==> config.mk <==
export PLATFORM = sky130hd
export DESIGN_NAME = sda_ctrl
export DESIGN_NICKNAME = d
export VERILOG_FILES = /design/src/rtl/sda_pkg.sv /design/src/rtl/sda_ctrl.sv
export SDC_FILE = /design/constraint.sdc
export NUM_CORES = 1
export LEC_CHECK = 0
export BUFFER_PORTS_ARGS = -buffer_cell sky130_fd_sc_hd__buf_2
export CORE_MARGIN = 5
export CORE_UTILIZATION = 30
export CTS_CLUSTER_DIAMETER = 40
export DETAILED_ROUTE_END_ITERATION = 8
export SETUP_SLACK_MARGIN = 0.15
export SYNTH_ARGS = -nofsm -noshare
export SYNTH_HDL_FRONTEND = slang
export SYNTH_SLANG_ARGS = --single-unit
==> constraint.sdc <==
create_clock -name clk -period 2 [get_ports clk]
set_clock_uncertainty 0.2 [all_clocks]
set_input_delay 0.1 -clock clk [delete_from_list [all_inputs] [get_ports clk]]
set_output_delay 0.1 -clock clk [all_outputs]
set_load 0.005 [all_outputs]
==> src/rtl/sda_pkg.sv <==
// Shared types, constants and fixed-point helpers for the SPH density accumulator.
package sda_pkg;

  localparam int VW = 64;           // value width
  localparam int FB = 32;           // fraction bits
  localparam int CW = VW - 1;       // configuration register width
  localparam int HW = VW / 2;       // partial product operand width
  localparam int PW = 2 * VW;       // full product width
  localparam int QW = FB + 1;       // unit vector quotient width
  localparam int AW = 6;            // APB address width
  localparam int RIW = 3;           // register index width
  localparam int SQ_CW = $clog2(VW);
  localparam int DV_CW = $clog2(QW);

  localparam logic [VW-1:0] FX_ONE  = {{(VW-1){1'b0}}, 1'b1} << FB;
  localparam logic [VW-1:0] FX_HALF = {{(VW-1){1'b0}}, 1'b1} << (FB - 1);
  localparam logic [VW-1:0] VMAX    = {1'b0, {(VW-1){1'b1}}};
  localparam logic [VW-1:0] VMIN    = {1'b1, {(VW-1){1'b0}}};

  localparam logic [2:0] MUL_LAST = 3'd4;

  localparam logic OPC_CENTER = 1'b0;

  localparam logic [RIW-1:0] REG_H     = 3'd0;
  localparam logic [RIW-1:0] REG_INV_H = 3'd1;
  localparam logic [RIW-1:0] REG_KSC   = 3'd2;
  localparam logic [RIW-1:0] REG_DT    = 3'd3;
  localparam logic [RIW-1:0] REG_RHO   = 3'd4;

  localparam logic [CW-1:0] RST_H     = 63'd4294967296;
  localparam logic [CW-1:0] RST_INV_H = 63'd4294967296;
  localparam logic [CW-1:0] RST_KSC   = 63'd10937044408;
  localparam logic [CW-1:0] RST_DT    = 63'd4294967;
  localparam logic [CW-1:0] RST_RHO   = 63'd4294967296000;

  typedef struct packed {
    logic [CW-1:0] h;
    logic [CW-1:0] inv_h;
    logic [CW-1:0] k_scale;
    logic [CW-1:0] dt;
    logic [CW-1:0] rho;
  } sda_cfg_t;

  typedef enum logic [3:0] {
    OP_IDLE, OP_DIFF, OP_MUL, OP_SQRT, OP_PREP1, OP_PREP2,
    OP_DIV, OP_DOT, OP_T12, OP_ACC, OP_EMIT
  } sda_op_t;

  typedef enum logic [3:0] {
    MS_DX, MS_DY, MS_DZ, MS_Q, MS_Q2, MS_Q3, MS_TT, MS_TTT,
    MS_W, MS_T1, MS_G, MS_IG, MS_C, MS_DOT, MS_T2
  } sda_msel_t;

  typedef enum logic [4:0] {
    S_IDLE, S_DISPATCH, S_DIFF, S_RANGE, S_MDX, S_MDY, S_MDZ, S_SQRT, S_RCHK,
    S_MQ, S_MQ2, S_MQ3, S_PREP1, S_MTT, S_MTTT, S_PREP2, S_MW, S_MT1,
    S_MG, S_MIG, S_MC, S_DIV, S_MDOT, S_DOT, S_MT2, S_T12, S_ACC, S_FINISH
  } sda_state_t;

  typedef struct packed {
    logic      accept;
    sda_op_t   op;
    sda_msel_t msel;
    logic [1:0] k;
  } sda_cmd_t;

  typedef struct packed {
    logic mul_done;
    logic sqrt_done;
    logic div_done;
    logic out_of_range;
    logic r_gt_h;
    logic r_zero;
    logic is_center;
    logic is_last;
    logic out_busy;
  } sda_sts_t;

  // Drop the fraction bits of a full product, saturating to all ones.
  function automatic logic [VW-1:0] fx_trunc(input logic [PW-1:0] p);
    if (|p[PW-1:VW+FB]) return '1;
    return p[VW+FB-1:FB];
  endfunction

  function automatic logic [VW-1:0] sat_sm(input logic neg, input logic [VW-1:0] m);
    if (!neg) return m[VW-1] ? VMAX : m;
    return m[VW-1] ? VMIN : (~m + 1'b1);
  endfunction

  function automatic logic [VW-1:0] sat_add(input logic [VW-1:0] a, input logic [VW-1:0] b);
    logic [VW:0] s;
    s = {a[VW-1], a} + {b[VW-1], b};
    if (s[VW] != s[VW-1]) return s[VW] ? VMIN : VMAX;
    return s[VW-1:0];
  endfunction

  function automatic logic [VW-1:0] sat_sub(input logic [VW-1:0] a, input logic [VW-1:0] b);
    logic [VW:0] s;
    s = {a[VW-1], a} - {b[VW-1], b};
    if (s[VW] != s[VW-1]) return s[VW] ? VMIN : VMAX;
    return s[VW-1:0];
  endfunction

  function automatic logic [VW-1:0] times6(input logic [VW-1:0] x);
    return (x << 2) + (x << 1);
  endfunction

endpackage

==> src/rtl/sda_ctrl.sv <==
// Controller: sequences one item through the datapath steps.
module sda_ctrl import sda_pkg::*; (
  input  logic     clk,
  input  logic     rst_n,
  input  logic     in_valid,
  output logic     in_ready,
  input  sda_sts_t sts,
  output sda_cmd_t cmd
);

  sda_state_t state_r, state_nxt;
  logic [1:0] k_r, k_nxt;

  always_ff @(posedge clk) begin
    if (!rst_n) begin
      state_r <= S_IDLE;
      k_r     <= '0;
    end else begin
      state_r <= state_nxt;
      k_r     <= k_nxt;
    end
  end

  always_comb begin
    state_nxt = state_r;
    k_nxt     = k_r;
    unique case (state_r)
      S_IDLE:     if (in_valid) state_nxt = S_DISPATCH;
      S_DISPATCH: state_nxt = sts.is_center ? S_FINISH : S_DIFF;
      S_DIFF:     state_nxt = S_RANGE;
      S_RANGE:    state_nxt = sts.out_of_range ? S_FINISH : S_MDX;
      S_MDX:      if (sts.mul_done) state_nxt = S_MDY;
      S_MDY:      if (sts.mul_done) state_nxt = S_MDZ;
      S_MDZ:      if (sts.mul_done) state_nxt = S_SQRT;
      S_SQRT:     if (sts.sqrt_done) state_nxt = S_RCHK;
      S_RCHK:     state_nxt = sts.r_gt_h ? S_FINISH : S_MQ;
      S_MQ:       if (sts.mul_done) state_nxt = S_MQ2;
      S_MQ2:      if (sts.mul_done) state_nxt = S_MQ3;
      S_MQ3:      if (sts.mul_done) state_nxt = S_PREP1;
      S_PREP1:    state_nxt = S_MTT;
      S_MTT:      if (sts.mul_done) state_nxt = S_MTTT;
      S_MTTT:     if (sts.mul_done) state_nxt = S_PREP2;
      S_PREP2:    state_nxt = S_MW;
      S_MW:       if (sts.mul_done) state_nxt = S_MT1;
      S_MT1:      if (sts.mul_done) state_nxt = sts.r_zero ? S_T12 : S_MG;
      S_MG:       if (sts.mul_done) state_nxt = S_MIG;
      S_MIG:      if (sts.mul_done) state_nxt = S_MC;
      S_MC: begin
        if (sts.mul_done) begin
          state_nxt = S_DIV;
          k_nxt     = 2'd0;
        end
      end
      S_DIV:      if (sts.div_done) state_nxt = S_MDOT;
      S_MDOT:     if (sts.mul_done) state_nxt = S_DOT;
      S_DOT: begin
        if (k_r == 2'd2) begin
          state_nxt = S_MT2;
        end else begin
          state_nxt = S_DIV;
          k_nxt     = k_r + 2'd1;
        end
      end
      S_MT2:      if (sts.mul_done) state_nxt = S_T12;
      S_T12:      state_nxt = S_ACC;
      S_ACC:      state_nxt = S_FINISH;
      S_FINISH:   if (!sts.is_last || !sts.out_busy) state_nxt = S_IDLE;
      default:    state_nxt = S_IDLE;
    endcase
  end

  always_comb begin
    in_ready   = (state_r == S_IDLE);
    cmd.accept = in_ready && in_valid;
    cmd.k      = k_r;
    cmd.op     = OP_IDLE;
    cmd.msel   = MS_DX;
    unique case (state_r)
      S_DIFF:  cmd.op = OP_DIFF;
      S_MDX:   begin cmd.op = OP_MUL; cmd.msel = MS_DX;  end
      S_MDY:   begin cmd.op = OP_MUL; cmd.msel = MS_DY;  end
      S_MDZ:   begin cmd.op = OP_MUL; cmd.msel = MS_DZ;  end
      S_SQRT:  cmd.op = OP_SQRT;
      S_MQ:    begin cmd.op = OP_MUL; cmd.msel = MS_Q;   end
      S_MQ2:   begin cmd.op = OP_MUL; cmd.msel = MS_Q2;  end
      S_MQ3:   begin cmd.op = OP_MUL; cmd.msel = MS_Q3;  end
      S_PREP1: cmd.op = OP_PREP1;
      S_MTT:   begin cmd.op = OP_MUL; cmd.msel = MS_TT;  end
      S_MTTT:  begin cmd.op = OP_MUL; cmd.msel = MS_TTT; end
      S_PREP2: cmd.op = OP_PREP2;
      S_MW:    begin cmd.op = OP_MUL; cmd.msel = MS_W;   end
      S_MT1:   begin cmd.op = OP_MUL; cmd.msel = MS_T1;  end
      S_MG:    begin cmd.op = OP_MUL; cmd.msel = MS_G;   end
      S_MIG:   begin cmd.op = OP_MUL; cmd.msel = MS_IG;  end
      S_MC:    begin cmd.op = OP_MUL; cmd.msel = MS_C;   end
      S_DIV:   cmd.op = OP_DIV;
      S_MDOT:  begin cmd.op = OP_MUL; cmd.msel = MS_DOT; end
      S_DOT:   cmd.op = OP_DOT;
      S_MT2:   begin cmd.op = OP_MUL; cmd.msel = MS_T2;  end
      S_T12:   cmd.op = OP_T12;
      S_ACC:   cmd.op = OP_ACC;
      S_FINISH: if (sts.is_last && !sts.out_busy) cmd.op = OP_EMIT;
      default: ;
    endcase
  end

endmodule

# After elaboration in Yosys (flattened, before gate mapping)
# Cells that the tools add are included.
# word_totals
reg_bits,7
output_inout_bits,12
word_cells,92
inputBits,12
# classes
addsub,1
eq_ne,48
reduce_logical,10
n_mux,31
# ops
operator,n
5-bit one-hot mux with 28 select lines,1
5-bit 2-to-1 mux,22
"5-bit == test, second input constant",12
4-bit one-hot mux with 14 select lines,1
"5-bit by 4-bit == test with 1-bit output, second input constant",8
"2-bit inequality test, second input constant",20
4-bit one-hot mux with 10 select lines,1
"5-bit by 3-bit == test with 1-bit output, second input constant",4
19-bit AND reduction,1
15-bit OR reduction,1
4-bit 2-to-1 mux,3
"5-bit by 2-bit == test with 1-bit output, second input constant",2
"5-bit by 1-bit == test with 1-bit output, second input constant",1
5-bit zero test,1
2-bit 2-to-1 mux,2
2-bit one-hot mux with 2 select lines,1
3-bit AND reduction,1
"2-bit by 1-bit adder with 2-bit output, second input constant",1
"2-bit == test, second input constant",1
1-bit logical AND,2
1-bit zero test,2
2-bit nonzero test,1
1-bit logical OR,1

# Logic depth before layout (Yosys ltp)
# Gate-level depths: netlist of the first run.
# logic_depth
depth_word,4
mapped_depth,7
ltp_nobuf,7

# Worst setup path before layout of the first run
# OpenSTA, ideal clock, no wires.
# synth_timing
kind,register to register
startpoint,reg state_r[3]
endpoint,reg state_r[2]
setup_time_ns,0.087
t_arrival_ns,1.683
path_stages_with_launch,6
n_path_buf,0
setup_slack_ns,0.030
path_cell_list,dfxtp_1 -> or2_4 -> o32ai_1 -> or3_4 -> or4_1 -> a221oi_2
# synth_via
elab_chain_len,3
word_cells_on_any_way,49
# synth_rtl
item,line,source
from (decl),sda_ctrl.sv:11,"sda_state_t state_r, state_nxt;"
from (signal assigned),sda_ctrl.sv:19,state_r <= state_nxt;
"5-bit == test, or another cell as far along",sda_ctrl.sv:27,unique case (state_r)
2-bit inequality test (no source line),n/a,
19-bit AND reduction (no source line),n/a,
# Parallel ways exist; a longest one is shown, timed or not.
# A chain may end at the register's enable or synchronous reset.

# Worst setup path after layout of the first run
# layout_timing
startpoint,reg state_r[4]
endpoint,reg state_r[2]
# The elaborated chain is that of the path after synthesis.

==> results of run 1 <==
==> sequential cells by signal (all words and copies together), names as in the netlist <==
| name | flops |
|---|---|
| k_r | 2 |
| state_r | 5 |
==> repair_timing <==
| item | CTS | global route |
|---|---|---|
| resized for setup | 27 | 26 |
| hold buffers | 1 | 0 |
| endpoints found under the hold margin | 1 | 0 |
| endpoints found under the setup margin | 15 | 15 |
| pin swaps | 3 | 7 |
| buffers inserted | 2 | 7 |
| gates cloned | 0 | 1 |
==> power groups by stage <==
stage / clock network [W] / registers, W / logic (W)
after global placement: 0 / 0.000243 / 0.00115
final: 0.000136 / 0.000261 / 0.00151
after global routing: 0.000147 / 0.000268 / 0.00163
after floorplan: 0 / 0.000227 / 0.000771
after detailed placement: 0 / 0.000246 / 0.00116
after CTS: 0.000137 / 0.000253 / 0.00131
==> tightest hold or removal path, stage by stage <==
cell and delay [ns]:
buf_2 0.09, a2bb2oi_1 0.06, nor2_2 0.14, mux2i_1 0.09, nor2_1 0.07
==> synth_stat cells (all sizes together), types with 4 or more instances <==
cell type,number,area share (%)
nor4,4,2.7
buf,6,2.8
a211oi,4,3.2
clkbuf,6,2.4
nor2b,5,3.4
a21oi,10,5.4
nand2,9,3.6
dfxtp,7,15
nand3,4,2.2
nor2,15,6.1
o21ai,8,4.3
inv,7,2.8
==> worst max-delay path by stage <==
stage,end,startpoint
finish,state_r[2],state_r[4]
global route,state_r[2],state_r[4]
CTS,state_r[2],state_r[0]
detailed placement,state_r[2],state_r[2]
global placement,state_r[2],state_r[2]
floorplan,state_r[2],state_r[0]
==> layout make-up <==
type | instances | area (µm²)
Sequential cell | 7 | 156
Timing Repair Buffer | 59 | 430
Tap cell | 33 | 41.3
Clock buffer | 4 | 26.3
Fill cell | 303 | 1490
Inverter | 8 | 37.5
Multi-Input combinational cell | 110 | 826
==> metrics by stage <==
step | instance area (µm²) | hold slack, ns
2_1_floorplan | 930 | 0.104
6_report | 1520 | 0.138
3_5_place_dp | 1220 | 0.246
5_1_grt | 1520 | 0.191
3_3_place_gp | 1220 | 0.217
4_1_cts | 1370 | 0.121
==> logic make-up (layout without fill, tap and decap cells) <==
kind of cell,count (synthesis),after routing,synth area share [%]
AND/OR/NAND/NOR,59,59,35.8
AO/OA/AOI/OAI,45,45,34.1
buffers and inverters,20,71,8.51
XOR/XNOR,2,2,1.89
adder cells (fa/ha/maj),1,1,1.35
multiplexers,3,3,3.24
flip-flops,7,7,15.1
==> placed cells by master, fill, tap and decap left out, drive strengths merged, types with 2 or more instances in the layout <==
cell type / n
a21oi: 10
or2: 3
nand2: 9
nand3b: 3
buf: 58
or4: 2
inv: 8
a221oi: 2
and4b: 2
dfxtp: 7
nand2b: 2
nor2: 15
xor2: 2
o211ai: 2
a211oi: 4
nand3: 4
nor2b: 5
o21ai: 8
a2bb2oi: 2
mux2i: 3
nor4: 4
clkbuf: 4
nor3: 3
o32ai: 2
o21a: 2
a31oi: 2
==> per-layer routing <==
| metal | vias up | track usage, % | wire length, µm |
|---|---|---|---|
| li1 | 626 | - | - |
| met1 | 576 | 19.3 | 1390 |
| met2 | 50 | 25.3 | 1680 |
| met3 | 7 | 1.88 | 214 |
| met4 | 0 | 5.70 | 52 |
| met5 | - | 0 | 0 |
==> results.sh, run 1 <==
export IMPL_status="complete, but fails checks"
export IMPL_violations="negative setup slack"
export IMPL_final_util_pct=50.5
export IMPL_period_minus_slack_ns=2.01
export IMPL_globalRouteOverflowTotal=0
export IMPL_tightest_slew_ns=0.443
export IMPL_dpl_hpwl_um=2220
export IMPL_grt_pass1_wl_um=5200
export IMPL_drt_iter0_markers=67
export IMPL_hold_viol_final=0
export IMPL_dp_cells=206
export IMPL_syn_inst=137
export IMPL_hp_class="input pin to flop"
export IMPL_ir_worst_vdd_uv=396
export IMPL_drive_gt1_share_pct=51.6
export IMPL_clockRootBuffer="clkbuf_4"
export IMPL_clock_fmax_mhz=497
export IMPL_area_growth_pct=63.9
export IMPL_reg2reg_to="state_r[2]"
export IMPL_rsz0062_at_grt="yes"
export IMPL_die_h_um=65.6
export IMPL_wl_per_cell_um=15.1
export IMPL_setup_viol=1
export IMPL_fin_nets=202
export IMPL_reg2regPathDepth=5
export IMPL_synth_warnings=0
export IMPL_dr_pass1_iters=4
export IMPL_cp_max_fo=7
export IMPL_synth_area_um2=926
export IMPL_path_delay_family="simple AND/OR/NAND/NOR gates"
export IMPL_slew_headroom_pct=70.3
export IMPL_path_buf_inv=0
export IMPL_finalSetupTns_ns=-0.0121
export IMPL_first_global_vias=1144
export IMPL_fp_coreArea_um2=3000
export IMPL_final_cells=221
export IMPL_p_leak_nw=0.661
export IMPL_finalWorstSetupSlack_ns=-0.0121
export IMPL_clkLatencyLatePin_ns=0.26
export IMPL_syn_avg_cell_area_um2=6.76
export IMPL_htreeDepth=1
export IMPL_n_antenna_cell=0
export IMPL_finalPower_w=0.00190
export IMPL_fin_crit_sh_pct=101
export IMPL_critPathRequiredTime_ns=1.97
export IMPL_syn_nets=150
export IMPL_cp_depth=5
export IMPL_grt_use_total_pct=15.0
export IMPL_antenna_found_initial=0
export IMPL_power_internal_w=0.00101
export IMPL_critPathMaxStageDelay_ns=0.49
export IMPL_drt_total_wl_um=3330
export IMPL_numCtsBuffers=3
export IMPL_ys_seq_area_share_pct=15.1
export IMPL_startpoint_type="flop"
export IMPL_ys_seq_elements=7
export IMPL_switching_share_pct=47.2
export IMPL_port_buffers=23
export IMPL_async_reset_ff_share_pct=0
export IMPL_p_comb_share_pct=79.2
export IMPL_cpMaxStageDelayCell="or4_4"
export IMPL_clock_sinks=7
export IMPL_rrSetupSlack_ns=-0.01
export IMPL_routed_via_density=5.70
export IMPL_synthFlopType="dfxtp_1"
export IMPL_hold_end="k_r[0]"
export IMPL_ant_nets=0
export IMPL_ios=24
export IMPL_powerDensity_nw_per_um2=1260
export IMPL_r2r_start="state_r[4]"
export IMPL_maxCapViolCount=0
export IMPL_fp_row_count=20
export IMPL_post_place_ws_ns=-0.0462
export IMPL_ys_types=49
export IMPL_cp_arrival_ns=1.98
export IMPL_clk_pin_slew_worst_paths_ns=0.06
export IMPL_gp_congestion=0.891
export IMPL_worstSetupPathType="flop to flop"
export IMPL_clock_path_buffers=2
export IMPL_power_frac_clock_pct=7.1
export IMPL_cts_tree="yes"
export IMPL_maxSlewViolCount=0
export IMPL_p_seq_share_pct=13.7
export IMPL_fp_dieW_um=65.6
export IMPL_start_util_pct=30.8
export IMPL_hold_depth=5
export IMPL_end_kind="flop"
export IMPL_worstHoldStart="sts[8]"
export IMPL_grt_max_degree=29
export IMPL_crit_chain="or2_4 > o32ai_2 > or3_4 > or4_4 > a221oi_2"
export IMPL_switching_power_w=0.000899
export IMPL_route_detailed_drc=0
export IMPL_die_area_um2=4300
export IMPL_synth_edf_count=0
export IMPL_via_count=1259
Power figures use the tool's default switching activity.
==> run 2, diff against run 1 <==
--- a/config.mk
+++ b/config.mk
@@ -6,10 +6,11 @@
 export NUM_CORES = 1
 export LEC_CHECK = 0
 export BUFFER_PORTS_ARGS = -buffer_cell sky130_fd_sc_hd__buf_2
-export CORE_MARGIN = 5
-export CORE_UTILIZATION = 30
+export CORE_MARGIN = 2
+export CORE_UTILIZATION = 47
 export CTS_CLUSTER_DIAMETER = 40
 export DETAILED_ROUTE_END_ITERATION = 8
+export PLACE_DENSITY = 0.75
 export SETUP_SLACK_MARGIN = 0.15
 export SYNTH_ARGS = -nofsm -noshare
 export SYNTH_HDL_FRONTEND = slang
==> run 2 against run 1 <==
Net effect: the run still ends with negative setup slack left; clock-buffer cell count is the same; sequential share of layout area grew 0.99 points; register-to-register slack lost 0.07 ns; sequential power shrank 10%; combinational power shrank 15%; non-clock buffer count shrank 15; cell area shrank 15%; critical path type unchanged; highest routed layer unchanged.
==> results.sh, run 2 (synthesis gave the netlist of run 1 again) <==
export IMPL_critPathRequiredTime_ns=1.96
export IMPL_slew_headroom_pct=55.5
export IMPL_switching_power_w=0.000813
export IMPL_fill_cells=155
export IMPL_fin_crit_sh_pct=104
export IMPL_grt_use_total_pct=25.5
export IMPL_ant_nets=0
export IMPL_worstHoldStart="sts[3]"
export IMPL_drt_total_wl_um=3040
export IMPL_globalRouteOverflowTotal=0
export IMPL_drive_gt1_share_pct=39.9
export IMPL_die_area_um2=2340
export IMPL_maxCapViolCount=0
export IMPL_fin_hold_ws_ns=0.135
export IMPL_wl_per_cell_um=15.2
export IMPL_rrSetupSlack_ns=-0.08
export IMPL_layout_cells_most_common="buf_2"
export IMPL_start_util_pct=48.7
export IMPL_maxSlewViolCount=0
export IMPL_area_growth_pct=38.8
export IMPL_grt_max_degree=20
export IMPL_final_cell_mix="buf_2, buf_4, nor2_1"
export IMPL_power_internal_w=0.000846
export IMPL_post_place_ws_ns=-0.0506
export IMPL_ir_worst_vdd_uv=595
export IMPL_grt_pass1_wl_um=4890
export IMPL_reg_largest_list="state_r x5, k_r x2"
export IMPL_startpoint_type="flop"
export IMPL_route_detailed_drc=0
export IMPL_power_frac_clock_pct=8.0
export IMPL_fin_nets=187
export IMPL_period_minus_slack_ns=2.08
export IMPL_worstSetupPathType="flop to flop"
export IMPL_rsz0062_at_grt="yes"
export IMPL_hold_viol_final=0
export IMPL_fp_coreArea_um2=1900
export IMPL_cp_max_fo=19
export IMPL_finalWorstSetupSlack_ns=-0.0791
export IMPL_first_global_vias=1117
export IMPL_r2r_start="state_r[2]"
export IMPL_ios=24
export IMPL_clockRootBuffer="clkbuf_4"
export IMPL_fp_row_count=16
export IMPL_fp_dieW_um=48.4
export IMPL_via_count=1219
export IMPL_tightest_slew_ns=0.663
export IMPL_cts_tree="yes"
export IMPL_clock_fmax_mhz=481
export IMPL_switching_share_pct=49.0
export IMPL_p_seq_share_pct=14.1
export IMPL_status="complete, but fails checks"
export IMPL_end_kind="flop"
export IMPL_crit_start="state_r[2]"
export IMPL_setup_viol=2
export IMPL_clkLatencyLatePin_ns=0.25
export IMPL_top_register="state_r"
export IMPL_clk_pin_slew_worst_paths_ns=0.05
export IMPL_antenna_found_initial=0
export IMPL_largest_register_ff_count=5
export IMPL_numCtsBuffers=3
export IMPL_dr_pass1_iters=4
export IMPL_die_h_um=48.4
export IMPL_violations="negative setup slack"
export IMPL_drt_iter0_markers=42
export IMPL_finalPower_w=0.00166
export IMPL_port_buffers=23
export IMPL_p_comb_share_pct=77.9
export IMPL_powerDensity_nw_per_um2=1290
export IMPL_routed_via_density=6.10
export IMPL_htreeDepth=1
export IMPL_gp_congestion=0.920
export IMPL_clock_sinks=7
export IMPL_clock_path_buffers=2
export IMPL_hp_class="input pin to flop"
export IMPL_n_antenna_cell=0
export IMPL_cp_arrival_ns=2.04
export IMPL_p_leak_nw=0.547
export IMPL_dpl_hpwl_um=2110
run 2: final cells by class:
type | instances | area [µm²] | share of cell area (%)
Multi-Input combinational cell | 110 | 762 | 59.3
Timing Repair Buffer | 44 | 288 | 22.4
Sequential cell | 7 | 145 | 11.3
Tap cell | 27 | 33.8 | 2.63
Inverter | 8 | 30.0 | 2.34
Clock buffer | 4 | 26.3 | 2.04
run 2: path summary, 6_finish.rpt:
path / end / cells after the start
min: state_r[1] / 4
max reg2reg: state_r[2] / 5
min reg2reg: k_r[1] / 2
max: state_r[2] / 5
run 2: through the flow:
stage | utilization, % | std cells | cell area (µm²) | TNS, ns
global route | 67.6 | 200 | 1280 | -0.371
global placement | 61.9 | 193 | 1180 | 0
finish | 67.6 | 200 | 1280 | -0.0822
detailed placement | 61.9 | 193 | 1180 | -0.0506
CTS | 65.5 | 199 | 1250 | -0.00877
floorplan | - | 137 | 930 | 0
run 2: timing repair:
action                                 in CTS  in global routing
cloned                                      0                  0
pin swaps                                   1                  2
hold buffers                                1                  0
gates resized for setup                     7                  8
setup buffers                               1                  1
endpoints found under the hold margin       2                  0
setup endpoints to repair                   7                 15
run 2: power by group through the flow:
stage                     Sequential [W]  Combinational [W]  Clock (W)
after floorplan                 0.000227           0.000771          0
final                           0.000234            0.00129   0.000133
after global routing            0.000241            0.00139   0.000146
after CTS                       0.000233            0.00121   0.000129
after global placement          0.000228            0.00113          0
after detailed placement        0.000233            0.00116          0
run 2: per-layer routing:
metal,part of all wire [%],global-route usage [%],up-vias
met5,0,0,-
met4,1.8,12.4,0
met3,7.1,2.78,8
met2,50,43.3,70
met1,41,32.4,556
li1,-,-,585
run 2: critical path: stages (launching register included):
cell and delay, ns:
dfxtp_1 0.43, buf_12 0.19, nor4_1 0.08, or3_4 0.33
or4_4 0.53, a221oi_2 0.23
